--- config.mk ---
export PLATFORM = sky130hd
export DESIGN_NAME = lrfs_cell
export DESIGN_NICKNAME = d
export VERILOG_FILES = /design/src/hdl/lrfs_pkg.sv /design/src/hdl/lrfs_cell.sv
export SDC_FILE = /design/constraint.sdc
export NUM_CORES = 2
export LEC_CHECK = 0
export BUFFER_PORTS_ARGS = -buffer_cell sky130_fd_sc_hd__buf_2
export CELL_PAD_IN_SITES_DETAIL_PLACEMENT = 0
export CELL_PAD_IN_SITES_GLOBAL_PLACEMENT = 1
export CORE_MARGIN = 4
export CORE_UTILIZATION = 45
export CTS_CLUSTER_SIZE = 25
export DETAILED_ROUTE_END_ITERATION = 12
export PLACE_DENSITY = 0.72
export SETUP_SLACK_MARGIN = 0.4
export SLEW_MARGIN = 15
export SYNTH_ARGS = -nofsm -noshare
export SYNTH_HDL_FRONTEND = slang
export SYNTH_SLANG_ARGS = --single-unit
--- constraint.sdc ---
create_clock -name aclk -period 13 [get_ports aclk]
set_clock_uncertainty 0.2 [all_clocks]
set_input_delay 1.3 -clock aclk [delete_from_list [all_inputs] [get_ports aclk]]
set_output_delay 1.3 -clock aclk [all_outputs]
set_load 0.005 [all_outputs]
--- src/hdl/lrfs_pkg.sv ---
package lrfs_pkg;

    // Coordinate and register widths
    localparam int COORD_BITS   = 20;
    localparam int RANGE_BITS   = 20;
    localparam int RADIUS_BITS  = 16;
    localparam int CFG_IDX_BITS = 3;
    localparam int CFG_DATA_BITS = 20;
    localparam int MAX_KEPT_DEF = 256;

    // Configuration register indexes
    localparam logic [CFG_IDX_BITS-1:0] REG_MIN_RANGE = 3'd0;
    localparam logic [CFG_IDX_BITS-1:0] REG_MAX_RANGE = 3'd1;
    localparam logic [CFG_IDX_BITS-1:0] REG_RADIUS    = 3'd2;
    localparam logic [CFG_IDX_BITS-1:0] REG_TILT_ON   = 3'd3;

    // Rotation by 0.205 degrees: cosine and sine in Q30
    localparam int FRAC_BITS = 30;
    localparam logic [29:0] C_Q30 = 30'd1073734951;
    localparam logic [21:0] S_Q30 = 22'd3841759;
    // Split point of the quotient for the two partial products
    localparam int Q_SPLIT = 24;

    typedef logic signed [COORD_BITS-1:0] coord_t;

    typedef struct packed {
        coord_t point_x;
        coord_t point_y;
        coord_t point_z;
        logic   scan_end;
    } point_in_t;

    typedef struct packed {
        logic   kept;
        coord_t out_x;
        coord_t out_y;
        coord_t out_z;
        logic   store_overflow;
        logic   scan_done;
    } result_t;

    typedef struct packed {
        coord_t x;
        coord_t y;
        coord_t z;
    } point_t;

    // Candidate travelling along the row of store cells
    typedef struct packed {
        logic   active;
        logic   hit;
        point_t pt;
    } cand_t;

    function automatic logic [COORD_BITS-1:0] coord_mag(input coord_t v);
        return v[COORD_BITS-1] ? COORD_BITS'(-v) : COORD_BITS'(v);
    endfunction

endpackage

--- src/hdl/lrfs_cell.sv ---
module lrfs_cell
    import lrfs_pkg::*;
#(
    parameter int CELL_IDX = 0,
    parameter int CNT_W    = 9
)
(
    input  logic                     aclk,
    input  logic                     aresetn,
    input  cand_t                    cand_in,
    input  logic [CNT_W-1:0]         kept_count,
    input  logic [2*RADIUS_BITS-1:0] radius_sq,
    output cand_t                    cand_out
);

    localparam int CB    = COORD_BITS;
    localparam int DSQ_W = 2 * CB;
    localparam int SUM_W = DSQ_W + 2;
    localparam int CMP_W = (SUM_W > 2*RADIUS_BITS) ? SUM_W : 2*RADIUS_BITS;

    logic             active_reg, hit_reg, live_reg;
    point_t           pt_reg, store_reg;
    logic [DSQ_W-1:0] dsq_x_reg, dsq_y_reg, dsq_z_reg;
    logic [CB-1:0]    dx, dy, dz;
    logic [SUM_W-1:0] dist_sq;
    logic             near;

    function automatic logic [CB-1:0] diff_mag(input coord_t a, input coord_t b);
        logic signed [CB:0] d;
        d = $signed({a[CB-1], a}) - $signed({b[CB-1], b});
        return d[CB] ? CB'(-d) : CB'(d);
    endfunction

    assign dx = diff_mag(cand_in.pt.x, store_reg.x);
    assign dy = diff_mag(cand_in.pt.y, store_reg.y);
    assign dz = diff_mag(cand_in.pt.z, store_reg.z);

    always_ff @(posedge aclk) begin
        if (!aresetn) begin
            active_reg <= 1'b0;
        end else begin
            active_reg <= cand_in.active;
        end
    end

    always_ff @(posedge aclk) begin
        if (cand_in.active) begin
            hit_reg   <= cand_in.hit;
            pt_reg    <= cand_in.pt;
            live_reg  <= CNT_W'(CELL_IDX) < kept_count;
            dsq_x_reg <= dx * dx;
            dsq_y_reg <= dy * dy;
            dsq_z_reg <= dz * dz;
        end
        // The first empty slot takes a candidate that no earlier entry rejected.
        if (cand_in.active && !cand_in.hit && kept_count == CNT_W'(CELL_IDX)) begin
            store_reg <= cand_in.pt;
        end
    end

    assign dist_sq = SUM_W'(dsq_x_reg) + SUM_W'(dsq_y_reg) + SUM_W'(dsq_z_reg);
    assign near    = live_reg && (CMP_W'(dist_sq) < CMP_W'(radius_sq));

    always_comb begin
        cand_out.active = active_reg;
        cand_out.hit    = hit_reg | near;
        cand_out.pt     = pt_reg;
    end

endmodule

## Word level (Yosys, flattened, before mapping)

Index checks and enable logic that the tools add are counted.
Widths: inputs -> output; s select.

| storage, ports and cells | value |
|---|---|
| register bits | 243 |
| bits of input ports | 105 |
| output and inout bits | 62 |
| word-level logic and storage cells | 34 |

| operators by class | value |
|---|---|
| $add $sub $neg | 8 |
| $mul | 3 |
| $lt $le $gt $ge | 2 |
| muxes and demuxes | 3 |
| bitwise gates (word level) | 1 |
| reduce and logical (&&, ||, !) cells | 5 |

Operator list:

| kind | count |
|---|---|
| $mul 20x20->40 | 3 |
| $sub 20x20->21 | 3 |
| $mux 20 | 3 |
| $neg 20->20 | 3 |
| $add 41x40->42 | 1 |
| $lt 42x32->1 | 1 |
| $add 40x40->41 | 1 |
| $logic_not 9->1 | 1 |
| $lt 1x9->1 const A | 1 |
| $logic_and 1x1->1 | 3 |
| $logic_not 1->1 | 1 |
| $or 1x1->1 | 1 |

## Depth between registers and ports, before layout

| logic depth | value |
|---|---|
| word-level depth | 5 |
| mapped depth | 44 |
| gate-level depth less buffers | 41 |

## Least setup slack after synthesis

OpenSTA, ideal clock, no wires.

| timing | value |
|---|---|
| path kind | input-to-reg |
| from | input port cand_in[51] in the netlist's numbering |
| to | register dsq_x_reg[36], data pin |
| setup time | 0.259 ns |
| arrival time | 10.417 ns |
| data required time | 12.541 ns |
| setup slack | 2.124 ns |
| stages | 39 |
| buffers on the path | 3 |
| cell sequence | ha_1 buf_2 and4_1 and4_1 a31o_1 a21o_1 nand2b_4 a221oi_1 a21oi_1 o21bai_1 xnor2_1 inv_1 clkbuf_1 nor2_1 fa_1 fa_1 fa_1 fa_1 [3 not listed] fa_1 inv_1 fa_1 inv_1 ha_1 clkbuf_1 nand3_1 nor2_1 a221oi_1 o31ai_1 o311ai_1 a31oi_1 a221oi_1 o31ai_1 a21boi_0 inv_1 a21oi_1 xnor2_1 |

| between the ends | value |
|---|---|
| longest elaborated chain between the ends | 4 |

Ends and longest elaborated chain:

| item | RTL line | source |
|---|---|---|
| start: declaration | lrfs_cell.sv:10 | `input cand_t cand_in,` |
| $sub 20x20->21 (*) | lrfs_cell.sv:30 | `d = $signed({a[CB-1], a}) - $signed({b[CB-1], b});` |
| $neg 20->20 | lrfs_cell.sv:31 | `return d[CB] ? CB'(-d) : CB'(d);` |
| $mux 20 (*) | lrfs_cell.sv:31 |  |
| $mul 20x20->40 (*) | lrfs_cell.sv:51 | `dsq_x_reg <= dx * dx;` |
| end signal: assignment | lrfs_cell.sv:51 |  |
| end: declaration | lrfs_cell.sv:23 | `logic [DSQ_W-1:0] dsq_x_reg, dsq_y_reg, dsq_z_reg;` |

Mark *: on every way between the ends. The rest lies on a longest branch, timed or not.
A chain may end at the register's enable or synchronous reset.

## Worst setup path after layout

| timing | value |
|---|---|
| from | input port cand_in[40] in the netlist's numbering |
| to | register dsq_x_reg[36], data pin |

The elaborated chain is that of the path after synthesis.

==> results.rst <==
.. list-table::
   :header-rows: 1

   * - Metric
     - Value
   * - Final critical-path share of the clock period
     - approximately nine tenths
   * - Clock latency on the worst-skew pair
     - just over 0.6 ns
   * - Setup repair after global routing missed its margin
     - false
   * - Class of the most critical setup path
     - primary input to register
   * - Detailed-route via count
     - around 36000
   * - Cell repeated most along the worst path
     - fa_1
   * - Worst-Margin Slew
     - ~0.98 ns
   * - Count of pins over their slew limit
     - 0
   * - GRT Total Usage
     - ~23%
   * - Distinct cells, synth
     - 99
   * - Predominant post-synthesis flop cell
     - edfxtp_1
   * - Share of cells above drive strength 1
     - roughly 6.4%
   * - CTS tree
     - done
   * - Mapped Area
     - about 50000 um2
   * - Number of top-level pins
     - 167
   * - Number of I/O port buffers
     - about 170
   * - Largest net degree at the start of global routing
     - 72
   * - Cts repair resizes
     - 0
   * - Overall die area
     - ~120000 um2
   * - Routed wire length
     - between 100 and 150 mm
   * - Setup violations, final
     - 0
   * - Post-CTS Setup Bufs
     - 0
   * - Detail-routed net length per standard cell
     - 18.5 um
   * - Starting utilization of the core area
     - 45.5%
   * - TritonCTS Sinks
     - 240
   * - Critical path arrival
     - approximately 12 ns
   * - Worst-path clk slew
     - roughly 0.06 ns
   * - EDFF count, synth
     - 239
   * - Overflow after GRT
     - 0
   * - Flip-flop and latch count after synthesis
     - between 200 and 250
   * - DRC viols
     - 0
   * - Wire length of the first global-routing pass
     - between 200 and 250 mm
   * - Area growth from synthesis to layout
     - 7.58%
   * - Chip height
     - approximately 340 um
   * - Number of clock buffers inserted by TritonCTS
     - 30
   * - Commonest non-fill, non-tap cell in the layout
     - inv_1
   * - Max-slew headroom at the worst pin
     - roughly a third
   * - Detailed-route vias per instance
     - roughly 5.2
   * - Die Width
     - about 340 um
   * - Synth warn
     - 0
   * - Number of antenna violations at the first check in global routing
     - 5
   * - Critical Path Start Type
     - primary input
   * - Data required, critical path
     - between 10 and 15 ns
   * - Number of global-route vias before repair
     - 38200
   * - Clock root cell
     - clkbuf_16
   * - Count of nets after finishing
     - 6979
   * - Maximum clock insertion buffer count
     - 3
   * - Placer's final routability congestion estimate
     - approximately 0.93
   * - H-tree depth reported by CTS
     - 1
   * - Number of cells produced by synthesis
     - between 5000 and 6000
   * - Setup Total Neg Slack
     - 0 ns
   * - Mean instance size in the synthesized netlist
     - about 9.5 um2
   * - Fin. Hold Viols
     - 0
   * - Status
     - complete, no violations
   * - Remaining antenna violation count after routing
     - 0
   * - Share of async-settable or async-resettable flops after synthesis
     - 0%
   * - Number of maximum-capacitance violations
     - 0
   * - Total core area
     - ~110000 um2
   * - Commonest cells after routing, fill and taps aside
     - inv_1 (1276), fa_1 (883), ha_1 (570), nor2_1 (442), nand2_1 (368)
   * - Post-synthesis sequential area ratio
     - 14.4%
   * - Hold-fix buffers, CTS
     - 0
   * - Path category of the worst min-delay check
     - primary input to register
   * - Fmax
     - 84.8 MHz
   * - Period minus WS final
     - between 10 and 15 ns
   * - Type of destination of the critical path
     - register
   * - 1st-pass router iterations
     - 7
   * - Initial DRC Count
     - approximately 1900
   * - Maximum fanout encountered on the critical timing path
     - 7
   * - Critical Path Slowest Stage Cell
     - nor4b_1
   * - Standard-cell rows
     - approximately 120
   * - Largest incremental delay on the critical path
     - 0.67 ns
   * - Total half-perimeter wirelength after legalization and detailed placement
     - between 100 and 150 mm
==> metrics by stage <==
step / std cells / hold slack (ns) / cell area (um2) / utilization, % / worst slack (ns)
floorplan: 5265 / 0.571 / 49800 / - / 2.12
finish: 6922 / 0.695 / 53600 / 49.0 / 1.21
global route: 6921 / 0.671 / 53600 / 49.0 / 0.470
CTS: 6921 / 0.645 / 53600 / 49.0 / 1.45
detailed placement: 6865 / 0.997 / 52600 / 48.1 / 0.892
global placement: 6865 / 1.02 / 52600 / 48.1 / 0.959
==> worst paths after layout <==
path	depth (start not counted)	slack, ns	end	from
min	1	0.69	cand_out[42]	cand_in[42]
max reg2reg	36	1.67	dsq_x_reg[36]	store_reg[40]
min reg2reg	3	1.04	dsq_x_reg[0]	store_reg[40]
max	38	1.21	dsq_x_reg[36]	cand_in[40]
==> Yosys cell counts (24+ instances only) <==
cell type	count	area [um2]
clkbuf_1	91	342
nor2_1	442	1660
a21oi_1	226	1130
inv_1	1276	4790
o21ai_0	114	571
a31oi_1	36	225
nand2_1	368	1380
xor2_1	92	806
nand2b_1	57	357
ha_1	570	7130
fa_1	883	17700
nor3_1	65	325
o21a_1	34	255
xnor2_1	175	1530
o21bai_1	27	203
nand4_1	29	181
edfxtp_1	239	7180
and3_1	24	150
nor2b_1	34	213
a21o_1	134	1010
nand3_1	35	175
==> worst max-delay path: cells and delay by family <==
family	cells	cell delay, ns
buffers and inverters	8	0.52
AO/OA/AOI/OAI	11	3.51
AND/OR/NAND/NOR	7	1.47
adder cells (fa/ha/maj)	10	4.42
XOR/XNOR	2	0.68
==> per-layer routing <==
layer	up-vias	share of wire, %	GRT usage, %
li1	16900	-	-
met1	17900	45	31.2
met2	875	47	37.4
met3	156	6.2	4.01
met4	6	2.2	4.82
met5	-	0.032	0
==> layout make-up <==
type,count,area [um2]
fill,10500,55900
multi-input combinational,3609,37300
sequential,240,7200
inverter,1296,4860
tap,1476,1850
timing repair buffer,244,1430
clock buffer,42,806
clock inverter,14,164
antenna,1,2.50
==> cells by family (layout without fill, tap and decap cells) <==
group	count (synthesis)	in the layout	synth area share, %
fa+ha+maj	1453	1453	49.8
mux	7	7	0.148
xor+xnor	272	272	4.89
buf+inv	1416	1596	10.8
compound gates	731	731	9.66
other cells	2	4	0.0151
flops	240	240	14.4
simple gates	1143	1143	10.3
Power is not shown: default switching activity piles up to over one toggle a cycle in this logic, so the estimate is an artifact.
